<file path="src/ps2a_pkg.sv">
// Package with types, scancode constants and the set-1 translation table.
package ps2a_pkg;

    localparam logic [7:0] SC_PREFIX = 8'hE0;
    localparam logic [7:0] SC_BREAK  = 8'h80;
    localparam logic [7:0] SC_DELETE = 8'h53;
    localparam logic [6:0] ASCII_DEL = 7'h7F;
    localparam logic [6:0] ASCII_NUL = 7'h00;

    localparam logic KIND_SCAN = 1'b0;
    localparam logic KIND_READ = 1'b1;

    localparam int RES_DEPTH = 3;

    typedef struct packed {
        logic       char_valid;
        logic [6:0] char_code;
        logic       dropped_oldest;
        logic [7:0] fill_level;
    } res_item_t;

    // Set-1 make code to lower-case ASCII; zero for unmapped codes.
    function automatic logic [6:0] make_to_ascii(input logic [7:0] sc);
        logic [6:0] ch;
        ch = ASCII_NUL;
        case (sc)
            8'h01: ch = 7'h1B;
            8'h02: ch = 7'h31;
            8'h03: ch = 7'h32;
            8'h04: ch = 7'h33;
            8'h05: ch = 7'h34;
            8'h06: ch = 7'h35;
            8'h07: ch = 7'h36;
            8'h08: ch = 7'h37;
            8'h09: ch = 7'h38;
            8'h0A: ch = 7'h39;
            8'h0B: ch = 7'h30;
            8'h0C: ch = 7'h2D;
            8'h0D: ch = 7'h3D;
            8'h0E: ch = 7'h08;
            8'h0F: ch = 7'h09;
            8'h10: ch = 7'h71;
            8'h11: ch = 7'h77;
            8'h12: ch = 7'h65;
            8'h13: ch = 7'h72;
            8'h14: ch = 7'h74;
            8'h15: ch = 7'h79;
            8'h16: ch = 7'h75;
            8'h17: ch = 7'h69;
            8'h18: ch = 7'h6F;
            8'h19: ch = 7'h70;
            8'h1A: ch = 7'h5B;
            8'h1B: ch = 7'h5D;
            8'h1C: ch = 7'h0A;
            8'h1E: ch = 7'h61;
            8'h1F: ch = 7'h73;
            8'h20: ch = 7'h64;
            8'h21: ch = 7'h66;
            8'h22: ch = 7'h67;
            8'h23: ch = 7'h68;
            8'h24: ch = 7'h6A;
            8'h25: ch = 7'h6B;
            8'h26: ch = 7'h6C;
            8'h27: ch = 7'h3B;
            8'h28: ch = 7'h27;
            8'h29: ch = 7'h60;
            8'h2B: ch = 7'h5C;
            8'h2C: ch = 7'h7A;
            8'h2D: ch = 7'h78;
            8'h2E: ch = 7'h63;
            8'h2F: ch = 7'h76;
            8'h30: ch = 7'h62;
            8'h31: ch = 7'h6E;
            8'h32: ch = 7'h6D;
            8'h33: ch = 7'h2C;
            8'h34: ch = 7'h2E;
            8'h35: ch = 7'h2F;
            8'h39: ch = 7'h20;
            default: ch = ASCII_NUL;
        endcase
        return ch;
    endfunction

endpackage

</file>
<file path="src/ps2a_if.sv">
// Valid/ready channel interfaces for scancode requests and character results.
interface ps2a_req_if;
    logic       valid;
    logic       ready;
    logic       kind;
    logic [7:0] scan_byte;

    modport source (output valid, output kind, output scan_byte, input ready);
    modport sink   (input valid, input kind, input scan_byte, output ready);
endinterface

interface ps2a_res_if;
    logic       valid;
    logic       ready;
    logic       char_valid;
    logic [6:0] char_code;
    logic       dropped_oldest;
    logic [7:0] fill_level;

    modport source (output valid, output char_valid, output char_code,
                    output dropped_oldest, output fill_level, input ready);
    modport sink   (input valid, input char_valid, input char_code,
                    input dropped_oldest, input fill_level, output ready);
endinterface

</file>
<file path="src/ps2_scancode_to_ascii_fifo.sv">
// Top level: set-1 scancode translator feeding a character ring buffer in block memory.
// Each transfer on scan_in either delivers a raw set-1 scancode byte (kind 0) or asks
// for the oldest buffered character (kind 1), and produces exactly one result on
// char_out. One item is taken per clock cycle while scan_in.ready is high; its result
// passes through the registered read of the character memory and then through
// a three-entry result queue. scan_in.ready is driven only from registers and drops
// when that queue and the memory-read stage together hold three results, so a stalled
// char_out throttles input after at most three items. The ring holds up to
// BUFFER_DEPTH-1 characters; a store into a full ring overwrites the oldest one and
// flags dropped_oldest. fill_level saturates at 255.
module ps2_scancode_to_ascii_fifo #(
    parameter int BUFFER_DEPTH = 256
) (
    input  logic         clk,
    input  logic         rst_n,
    ps2a_req_if.sink     scan_in,
    ps2a_res_if.source   char_out
);

    localparam int PTR_W = $clog2(BUFFER_DEPTH);

    logic [6:0] store_mem [BUFFER_DEPTH];

    logic [PTR_W-1:0] wr_ptr_reg, wr_ptr_next;
    logic [PTR_W-1:0] rd_ptr_reg, rd_ptr_next;
    logic [PTR_W-1:0] count_reg, count_next;
    logic             ext_reg, ext_next;

    logic                s1_valid_reg;
    logic                s1_pop_reg;
    ps2a_pkg::res_item_t s1_item_reg, s1_item_next;
    logic [6:0]          rd_data_reg;

    logic       accept;
    logic       do_store;
    logic       do_pop;
    logic       ring_full;
    logic       ring_empty;
    logic [6:0] trans_char;

    logic                fifo_not_empty;
    logic [1:0]          fifo_count;
    ps2a_pkg::res_item_t fifo_push_item;
    ps2a_pkg::res_item_t fifo_head;
    logic                fifo_pop;

    function automatic logic [PTR_W-1:0] ptr_inc(input logic [PTR_W-1:0] p);
        return (p == PTR_W'(BUFFER_DEPTH - 1)) ? '0 : p + PTR_W'(1);
    endfunction

    // Hold off input while the queue plus the read stage could overflow.
    assign scan_in.ready = ({1'b0, fifo_count} + {2'b00, s1_valid_reg})
                           < 3'(ps2a_pkg::RES_DEPTH);
    assign accept = scan_in.valid && scan_in.ready;

    always_comb
    begin
        ext_next   = ext_reg;
        trans_char = ps2a_pkg::ASCII_NUL;
        if (ext_reg)
        begin
            ext_next = 1'b0;
            if (scan_in.scan_byte == ps2a_pkg::SC_DELETE)
            begin
                trans_char = ps2a_pkg::ASCII_DEL;
            end
        end
        else if (scan_in.scan_byte == ps2a_pkg::SC_PREFIX)
        begin
            ext_next = 1'b1;
        end
        else if (scan_in.scan_byte < ps2a_pkg::SC_BREAK)
        begin
            trans_char = ps2a_pkg::make_to_ascii(scan_in.scan_byte);
        end
    end

    assign ring_full  = (count_reg == PTR_W'(BUFFER_DEPTH - 1));
    assign ring_empty = (count_reg == '0);
    assign do_store   = accept && (scan_in.kind == ps2a_pkg::KIND_SCAN)
                        && (trans_char != ps2a_pkg::ASCII_NUL);
    assign do_pop     = accept && (scan_in.kind == ps2a_pkg::KIND_READ) && !ring_empty;

    always_comb
    begin
        wr_ptr_next = wr_ptr_reg;
        rd_ptr_next = rd_ptr_reg;
        count_next  = count_reg;
        if (do_store)
        begin
            wr_ptr_next = ptr_inc(wr_ptr_reg);
            if (ring_full)
            begin
                // Overwrite: drop the oldest entry, level stays put.
                rd_ptr_next = ptr_inc(rd_ptr_reg);
            end
            else
            begin
                count_next = count_reg + PTR_W'(1);
            end
        end
        else if (do_pop)
        begin
            rd_ptr_next = ptr_inc(rd_ptr_reg);
            count_next  = count_reg - PTR_W'(1);
        end
    end

    always_comb
    begin
        s1_item_next.char_valid     = do_store || do_pop;
        s1_item_next.char_code      = do_store ? trans_char : ps2a_pkg::ASCII_NUL;
        s1_item_next.dropped_oldest = do_store && ring_full;
        s1_item_next.fill_level     = (32'(count_next) > 32'd255) ? 8'hFF : 8'(count_next);
    end

    always_ff @(posedge clk or negedge rst_n)
    begin
        if (!rst_n)
        begin
            wr_ptr_reg   <= '0;
            rd_ptr_reg   <= '0;
            count_reg    <= '0;
            ext_reg      <= 1'b0;
            s1_valid_reg <= 1'b0;
            s1_pop_reg   <= 1'b0;
        end
        else
        begin
            wr_ptr_reg   <= wr_ptr_next;
            rd_ptr_reg   <= rd_ptr_next;
            count_reg    <= count_next;
            s1_valid_reg <= accept;
            s1_pop_reg   <= do_pop;
            if (accept && (scan_in.kind == ps2a_pkg::KIND_SCAN))
            begin
                ext_reg <= ext_next;
            end
        end
    end

    always_ff @(posedge clk)
    begin
        if (accept)
        begin
            s1_item_reg <= s1_item_next;
        end
    end

    // One access per cycle: a write lands before any later read of the same entry.
    always_ff @(posedge clk)
    begin
        if (do_store)
        begin
            store_mem[wr_ptr_reg] <= trans_char;
        end
        if (do_pop)
        begin
            rd_data_reg <= store_mem[rd_ptr_reg];
        end
    end

    always_comb
    begin
        fifo_push_item = s1_item_reg;
        if (s1_pop_reg)
        begin
            fifo_push_item.char_code = rd_data_reg;
        end
    end

    assign fifo_pop = char_out.valid && char_out.ready;

    ps2a_res_fifo u_res_fifo (
        .clk       (clk),
        .rst_n     (rst_n),
        .push      (s1_valid_reg),
        .push_item (fifo_push_item),
        .pop       (fifo_pop),
        .not_empty (fifo_not_empty),
        .head_item (fifo_head),
        .count     (fifo_count)
    );

    assign char_out.valid          = fifo_not_empty;
    assign char_out.char_valid     = fifo_head.char_valid;
    assign char_out.char_code      = fifo_head.char_code;
    assign char_out.dropped_oldest = fifo_head.dropped_oldest;
    assign char_out.fill_level     = fifo_head.fill_level;

    a_queue_no_overflow: assert property (@(posedge clk) disable iff (!rst_n)
        s1_valid_reg |-> (fifo_count != 2'd3 || fifo_pop))
        else $error("result queue overflow");

    a_level_in_range: assert property (@(posedge clk) disable iff (!rst_n)
        32'(count_reg) <= BUFFER_DEPTH - 1)
        else $error("ring fill count out of range");

    a_drop_only_when_full: assert property (@(posedge clk) disable iff (!rst_n)
        do_store && ring_full |=> count_reg == PTR_W'(BUFFER_DEPTH - 1))
        else $error("overwrite changed the fill level");

    a_no_char_no_code: assert property (@(posedge clk) disable iff (!rst_n)
        char_out.valid && !char_out.char_valid |->
            (char_out.char_code == ps2a_pkg::ASCII_NUL && !char_out.dropped_oldest))
        else $error("empty result carries a character");

endmodule

</file>
<file path="src/ps2a_res_fifo.sv">
// Three-entry result queue that decouples the output handshake from the input side.
module ps2a_res_fifo (
    input  logic                clk,
    input  logic                rst_n,
    input  logic                push,
    input  ps2a_pkg::res_item_t push_item,
    input  logic                pop,
    output logic                not_empty,
    output ps2a_pkg::res_item_t head_item,
    output logic [1:0]          count
);

    ps2a_pkg::res_item_t slot_reg [ps2a_pkg::RES_DEPTH];
    logic [1:0] wr_ptr_reg, wr_ptr_next;
    logic [1:0] rd_ptr_reg, rd_ptr_next;
    logic [1:0] count_reg, count_next;

    function automatic logic [1:0] wrap_inc(input logic [1:0] p);
        return (p == 2'(ps2a_pkg::RES_DEPTH - 1)) ? 2'd0 : p + 2'd1;
    endfunction

    always_comb
    begin
        wr_ptr_next = push ? wrap_inc(wr_ptr_reg) : wr_ptr_reg;
        rd_ptr_next = pop ? wrap_inc(rd_ptr_reg) : rd_ptr_reg;
        count_next  = count_reg;
        if (push && !pop)
        begin
            count_next = count_reg + 2'd1;
        end
        else if (pop && !push)
        begin
            count_next = count_reg - 2'd1;
        end
    end

    always_ff @(posedge clk or negedge rst_n)
    begin
        if (!rst_n)
        begin
            wr_ptr_reg <= '0;
            rd_ptr_reg <= '0;
            count_reg  <= '0;
        end
        else
        begin
            wr_ptr_reg <= wr_ptr_next;
            rd_ptr_reg <= rd_ptr_next;
            count_reg  <= count_next;
        end
    end

    always_ff @(posedge clk)
    begin
        if (push)
        begin
            slot_reg[wr_ptr_reg] <= push_item;
        end
    end

    assign not_empty = (count_reg != 2'd0);
    assign head_item = slot_reg[rd_ptr_reg];
    assign count     = count_reg;

endmodule

</file>
<file path="src/flat_wrapper.sv">
// flat-port wrapper written by rule: the top's interface ports become plain ports
module ps2_scancode_to_ascii_fifo_flat 
#(
    parameter int BUFFER_DEPTH = 256
)
  (clk, rst_n, scan_in_valid, scan_in_kind, scan_in_scan_byte, scan_in_ready, char_out_valid, char_out_char_valid, char_out_char_code, char_out_dropped_oldest, char_out_fill_level, char_out_ready);
  ps2a_req_if scan_in_i ();
  ps2a_res_if char_out_i ();
  input  logic clk;
  input  logic rst_n;
  input wire logic [$bits(scan_in_i.valid)-1:0] scan_in_valid;
  input wire logic [$bits(scan_in_i.kind)-1:0] scan_in_kind;
  input wire logic [$bits(scan_in_i.scan_byte)-1:0] scan_in_scan_byte;
  output wire logic [$bits(scan_in_i.ready)-1:0] scan_in_ready;
  output wire logic [$bits(char_out_i.valid)-1:0] char_out_valid;
  output wire logic [$bits(char_out_i.char_valid)-1:0] char_out_char_valid;
  output wire logic [$bits(char_out_i.char_code)-1:0] char_out_char_code;
  output wire logic [$bits(char_out_i.dropped_oldest)-1:0] char_out_dropped_oldest;
  output wire logic [$bits(char_out_i.fill_level)-1:0] char_out_fill_level;
  input wire logic [$bits(char_out_i.ready)-1:0] char_out_ready;
  assign scan_in_i.valid = scan_in_valid;
  assign scan_in_i.kind = scan_in_kind;
  assign scan_in_i.scan_byte = scan_in_scan_byte;
  assign scan_in_ready = scan_in_i.ready;
  assign char_out_valid = char_out_i.valid;
  assign char_out_char_valid = char_out_i.char_valid;
  assign char_out_char_code = char_out_i.char_code;
  assign char_out_dropped_oldest = char_out_i.dropped_oldest;
  assign char_out_fill_level = char_out_i.fill_level;
  assign char_out_i.ready = char_out_ready;
  ps2_scancode_to_ascii_fifo #(.BUFFER_DEPTH(BUFFER_DEPTH)) u_core (.clk(clk), .rst_n(rst_n), .scan_in(scan_in_i), .char_out(char_out_i));
endmodule
</file>
<file path="config.mk">
export PLATFORM = sky130hd
export DESIGN_NAME = ps2_scancode_to_ascii_fifo_flat
export DESIGN_NICKNAME = d
export VERILOG_FILES = /design/src/ps2a_pkg.sv /design/src/ps2a_if.sv /design/src/ps2_scancode_to_ascii_fifo.sv /design/src/ps2a_res_fifo.sv /design/src/flat_wrapper.sv
export SDC_FILE = /design/constraint.sdc
export NUM_CORES = 2
export LEC_CHECK = 0
export BUFFER_PORTS_ARGS = -buffer_cell sky130_fd_sc_hd__buf_2
export CORE_MARGIN = 2
export CORE_UTILIZATION = 66
export DETAILED_ROUTE_END_ITERATION = 16
export PLACE_DENSITY = 0.82
export SETUP_SLACK_MARGIN = 0.4
export SYNTH_ARGS = -nofsm -noshare
export SYNTH_HDL_FRONTEND = slang
export SYNTH_HIERARCHICAL = 1
export SYNTH_SLANG_ARGS = --single-unit
</file>
<file path="constraint.sdc">
create_clock -name clk -period 16.5 [get_ports clk]
set_clock_uncertainty 0.2 [all_clocks]
set_input_delay 1.65 -clock clk [delete_from_list [all_inputs] [get_ports clk]]
set_output_delay 1.65 -clock clk [all_outputs]
set_load 0.02 [all_outputs]
</file>
Word-level counts from Yosys, hierarchy flattened
Memory sizes are Yosys's and may differ from the RTL's. A register that Yosys moved wholly into a read port is not among the register bits.
Cells that the tools add are included.
{"block": "classes", "eq_ne": 8, "n_bitwise": 1, "n_addsub": 9, "order_cmp": 2, "mux": 24, "n_reduce_logical": 20}
{"operator": "$mux W8", "count": 8}
{"operator": "$mux W7", "count": 6}
{"operator": "$eq A8 B8 Y1 const B", "count": 4}
{"operator": "$add A8 B1 Y8 const B", "count": 3}
{"operator": "$logic_and A1 B1 Y1", "count": 9}
{"operator": "$eq A8 B7 Y1 const B", "count": 1}
{"operator": "$logic_not A8 Y1", "count": 1}
{"operator": "$lt A8 B8 Y1 const B", "count": 1}
{"operator": "$mux W2", "count": 4}
{"operator": "$sub A8 B1 Y8 const B", "count": 1}
{"operator": "$reduce_bool A7 Y1", "count": 1}
{"operator": "$add A2 B1 Y2 const B", "count": 3}
{"operator": "$mux W1", "count": 6}
{"operator": "$reduce_bool A2 Y1", "count": 3}
{"operator": "$eq A2 B2 Y1 const B", "count": 2}
{"operator": "$add A2 B1 Y3", "count": 1}
{"operator": "$logic_not A1 Y1", "count": 3}
{"operator": "$lt A3 B2 Y1 const B", "count": 1}
{"operator": "$logic_not A2 Y1", "count": 1}
{"operator": "$ne A2 B2 Y1 const B", "count": 1}
{"operator": "$reduce_and A2 Y1", "count": 1}
{"operator": "$sub A2 B1 Y2 const B", "count": 1}
{"operator": "$logic_or A1 B1 Y1", "count": 1}
{"operator": "$not A1 Y1", "count": 1}
{"block": "totals", "mem_bits_ro": 448, "elab_cells": 80, "reg_bits": 50, "ramBits": 1843, "mem_count": 3}
{"name": "u_core.store_mem", "words": 256, "word_bits": 7, "rd": 1, "rd_ports_with_merged_regs": 1, "wr": 1, "line_no": "ps2_scancode_to_ascii_fifo.sv:22", "text": "logic [6:0] store_mem [BUFFER_DEPTH];"}
{"name": "(no name shown)", "words": 64, "word_bits": 7, "rd": 1, "rd_ports_with_merged_regs": 0, "wr": 0, "line_no": "ps2a_pkg.sv:26", "text": "case (sc)"}
{"name": "u_core.u_res_fifo.slot_reg", "words": 3, "word_bits": 17, "rd": 1, "rd_ports_with_merged_regs": 0, "wr": 1, "line_no": "ps2a_res_fifo.sv:13", "text": "ps2a_pkg::res_item_t slot_reg [ps2a_pkg::RES_DEPTH];"}

Logic depth before layout (Yosys ltp)
{"block": "logic_depth", "word_depth": 9, "ltp_mapped": 13, "ltp_nobuf": 10}

Cells and area by module
Netlist, hierarchy kept.
{"mod": "ps2_scancode_to_ascii_fifo", "cells_per_inst": 3357, "area_per_inst_um2": 73225.2, "n_inst": 1, "seq_area_each_um2": 55207.9}
{"mod": "ps2a_res_fifo", "cells_per_inst": 133, "area_per_inst_um2": 2172.1, "n_inst": 1, "seq_area_each_um2": 1681.6}

Least setup slack after synthesis
OpenSTA, ideal clock, no wires.
{"block": "synth_path", "path_type": "input to register", "start": "input port scan_in_scan_byte[5]", "end": "memory u_core.store_mem[107][0], enable pin", "t_required_ns": 15.920, "slack_ns": 5.144, "stages": 11, "t_arrival_ns": 10.775, "setup_time_ns": 0.380, "cell_sequence": "buf_4 -> clkbuf_1 -> nand3_1 -> o211ai_1 -> nor2_1 -> nand4_2 -> o31ai_2 -> buf_6 -> buf_6 -> buf_2 -> nor3_1"}
{"block": "synth_via", "elab_chain_cells": 9, "elab_cells_between_ends": 13, "cone_classes": "order compare (1); eq/ne (2); mux (7); reduce/logical (2); memory (1)"}
{"item": "start, declared", "line_no": "flat_wrapper.sv:13", "text": "input wire logic [$bits(scan_in_i.scan_byte)-1:0] scan_in_scan_byte;"}
{"item": "$mem_v2 Z64 W7"}
{"item": "$mux W7", "line_no": "ps2a_pkg.sv:26"}
{"item": "$mux W7", "line_no": "ps2_scancode_to_ascii_fifo.sv:72", "text": "else if (scan_in.scan_byte < ps2a_pkg::SC_BREAK)"}
{"item": "$mux W7", "line_no": "ps2_scancode_to_ascii_fifo.sv:68", "text": "else if (scan_in.scan_byte == ps2a_pkg::SC_PREFIX)"}
{"item": "$mux W7 *", "line_no": "ps2_scancode_to_ascii_fifo.sv:60", "text": "if (ext_reg)"}
{"item": "named net u_core.trans_char[6]", "line_no": "ps2_scancode_to_ascii_fifo.sv:39", "text": "logic [6:0] trans_char;"}
{"item": "$reduce_bool A7 Y1 *", "line_no": "ps2_scancode_to_ascii_fifo.sv:81", "text": "&& (trans_char != ps2a_pkg::ASCII_NUL);"}
{"item": "$logic_and A1 B1 Y1 *", "line_no": "ps2_scancode_to_ascii_fifo.sv:81"}
{"item": "$mux W1 *", "line_no": "ps2_scancode_to_ascii_fifo.sv:153", "text": "if (do_store)"}
{"item": "$mux W1 (not written as such) *", "line_no": "ps2_scancode_to_ascii_fifo.sv:155", "text": "store_mem[wr_ptr_reg] <= trans_char;"}
{"item": "end, declared", "line_no": "ps2_scancode_to_ascii_fifo.sv:22"}
The timed path passes the listed nets; every way through them passes the cells marked *.

Worst setup path after layout
{"block": "layout_path", "start": "input port scan_in_scan_byte[4]", "end": "memory u_core.store_mem[132][3], enable pin"}
The elaborated chain is that of the path after synthesis.

==> impl_results.md <==
- Dpl ws: 9.312 ns
- Relative slew margins: 1.629%
- Vias in the first global route: 39.75k
- Largest family of logic cells by synthesized area: multiplexers
- Drt drc: 0
- Pin slew with the least headroom to its limit: 1.464 ns
- Final nets: 3558
- Final hold vios: 0
- Number of I/O pins: 32
- Cell Pwr Density: 159.0 nW/µm²
- Post_cts resized: 0
- First-pass GRT wire length: 295100 µm
- Post-Synth Adder-Cell Area: 0.3817%
- Post-synth EDFFs: 1867
- Mean Syn Cell Area: 21.60 µm²
- Setup CP Type: input pin to flop
- Max FFs per register: between 1.5k and 2k
- Share of cells above drive strength 1: 25.54%
- Largest net degree at the start of global routing: 199
- All-Layer GR Usage: between 30% and 40%
- Area Growth Syn to Fin: 9.260%
- Synth Area in XOR/XNOR: 0.1261%
- Via count: 39.94k
- CP required: 16.67 ns
- CTS Hold Bufs: 0
- Die Height: 342.0 µm
- Fin crit share: around two fifths
- Status: finished, violations left
- Die width: 342.0 µm
- Fraction of registers with async set/reset: 1.737%
- Fin worst setup slack: 9.815 ns
- Count of final setup violators: 0
- Worst VDD drop: 0.0002176 V
- Worst-Skew Late Latency: 0.79 ns
- Final setup TNS: 0 ns
- Detailed-route wire length per cell: 39.78 µm
- Crit end category: flop
- Detailed-route vias per instance: 7.735
- Core Util, Final: 72.93%
- Layout fillers: 5663
- FP Rows: 123
- Placed Cells: 4843
- Core area: between 100000 and 150000 µm²
- Clk buf depth: 3
- Starting DRT DRC Count: 6727
- Initial antenna violation count: 4
- Pre-antenna DRT Iters: 6
- Mux cell area share after synthesis: 17.20%
- Layout Cells excl Fill: ~5.2k
- Fmax: 0.1496 GHz
- Starting Density: 66.75%
- Synthesized instance count: 3490
- Routed WL: around 200000 µm
- H-tree depth: 4
- Post-synthesis sequential area ratio: 75.45%
- Post-route ant nets: 0
- Clk slew on worst S/H paths: 0.06 ns
- Flops & latches, synth: around 1.9k
- Detailed Place HPWL: 107200 µm
- DIE AREA: about 120000 µm²
- Yosys cell types: 80
- Simple logic cell fraction of the synthesized area: 3.367%
- Leak: roughly 25 nW
- Num Clock Sinks: between 1.5k and 2k
- Maximum fanout along the worst path: 180
- RSZ-0062 raised after global routing: no
- CTS buffer count: 176
- Synth Flop Type: edfxtp_1
- Failing checks: capacitance limit
- Post-Syn Area: 75400 µm²
- Max-cap viol count: 1
- Min-delay worst type: flop to flop
- Max Slew Vio Count: 0
- Total congestion overflow: 0
- RePlAce Congestion: 0.9124
- Clock root buffer: clkbuf_16
- Crit path arrival time: roughly 6.9 ns
- I/O Buffers: 31
- Synth Area in Compound Gates: 1.815%
- Fin crit period: 6.685 ns
- Synth warnings: 6
- Post-CTS Setup Repair Bufs: 0
- Setup crit start kind: input pin
- Syn Nets: between 3k and 4k
- CTS tree: done
## layer usage
| layer | global-route usage [%] | share of wire, % | up-vias |
|---|---|---|---|
| li1 | - | - | 14791 |
| met1 | 47.52 | 32 | 20373 |
| met2 | 55.61 | 47 | 3962 |
| met3 | 9.848 | 14 | 806 |
| met4 | 19.88 | 6.9 | 10 |
| met5 | 0 | 0.029 | - |
## cell usage after synthesis, types with 7 or more instances
cell	count	area (µm²)
edfxtp_1	1867	56060
mux4_2	543	12230
nor3_1	208	1041
clkbuf_1	100	375.4
buf_2	84	420.4
nand2_1	74	277.8
mux2i_1	58	580.6
and3_1	53	331.6
nor2_1	52	195.2
dfrtp_1	33	825.8
a21oi_1	32	160.2
a22oi_1	31	232.7
nand3_1	28	140.1
ha_1	23	287.8
o21ai_0	23	115.1
buf_1	22	82.58
o21ai_1	18	90.09
buf_6	17	191.4
inv_1	17	63.81
nor2b_1	17	106.4
a211oi_1	14	105.1
mux2_2	14	157.7
nand2b_1	12	75.07
and2_1	9	56.30
buf_4	9	67.56
o211ai_1	9	67.56
o22ai_1	9	56.30
a21o_1	8	60.06
o31ai_1	7	52.55
## where the power goes
part           switching (mW)  total [mW]  internal, mW
Clock                    1.80        3.97          2.17
Sequential              0.159        5.61          5.45
Combinational            2.07        3.52          1.46
Total                    4.03        13.1          9.07
## metrics by stage
stage	cell area [µm²]	total power, mW	hold slack [ns]
floorplan	75400	8.007	0.2401
global placement	76850	8.935	0.2456
detailed placement	76850	9.048	0.2656
CTS	82350	13.03	0.2825
global route	82370	13.36	0.3029
finish	82380	13.10	0.2789
## critical path, cell delays in order
cell and delay, ns:
buf_2 0.32, nor2b_1 0.53, nand4_2 0.51, o211ai_1 0.32
buf_12 0.67, nor2_1 0.11, nand4_2 0.22, o31ai_4 0.07
buf_4 0.44, buf_4 0.55, nor3_1 1.29
## cells by family (layout without fill, tap and decap cells)
family	count (synthesis)	count (layout)
DFF	1900	1900
muxes	615	615
and+or+nand+nor	492	492
buffers and inverters	254	425
AOI/OAI and AO/OA	196	196
adders and majority gates	23	23
xor gates and xnor gates	10	10
other	0	3
## worst paths after layout
path | depth (start not counted) | from | end | slack [ns]
hold reg to reg | 0 | u_core/fifo_push_item[6]$_DFFE_PP_ | u_core/u_res_fifo/slot_reg[2][6]$_DFFE_PP_ | 0.28
setup reg to reg | 7 | u_core/rd_ptr_reg[0]$_DFFE_PN0P_ | u_core/rd_data_reg[6]$_DFFE_PP_ | 10.69
max in group asynchronous | 1 | rst_n | u_core/rd_ptr_reg[0]$_DFFE_PN0P_ | 14.62
min in group asynchronous | 1 | rst_n | u_core/u_res_fifo/count[1]$_DFFE_PN0P_ | 0.79
setup / recovery | 11 | scan_in_scan_byte[4] | u_core/store_mem[132][3]$_DFFE_PP_ | 9.82
hold / removal | 0 | u_core/fifo_push_item[6]$_DFFE_PP_ | u_core/u_res_fifo/slot_reg[2][6]$_DFFE_PP_ | 0.28
## cell type report
type	instances	area (µm²)	area share (%)
timing repair buffer	90	698.2	0.8475
inverter	18	72.57	0.08809
clock inverter	95	798.3	0.9690
tap	1500	1877	2.278
antenna	3	7.507	0.009113
multi-input combinational	1336	17320	21.02
sequential	1900	56900	69.08
clock buffer	222	4702	5.708
## cells in the final DEF, fill, tap and decap left out, types with 16 or more instances in the layout
cell,n
a21oi_1,32
a22oi_1,31
and3_1,53
buf_2,31
buf_4,51
clkbuf_1,38
clkbuf_16,180
clkinv_1,30
clkinv_2,34
dfrtp_1,29
edfxtp_1,1867
ha_1,23
inv_1,16
mux2i_1,58
mux4_2,543
nand2_1,68
nand3_1,28
nor2_1,50
nor2b_1,17
nor3_1,207
o21ai_0,23
o21ai_1,18
(Power assumes the default switching activity.)
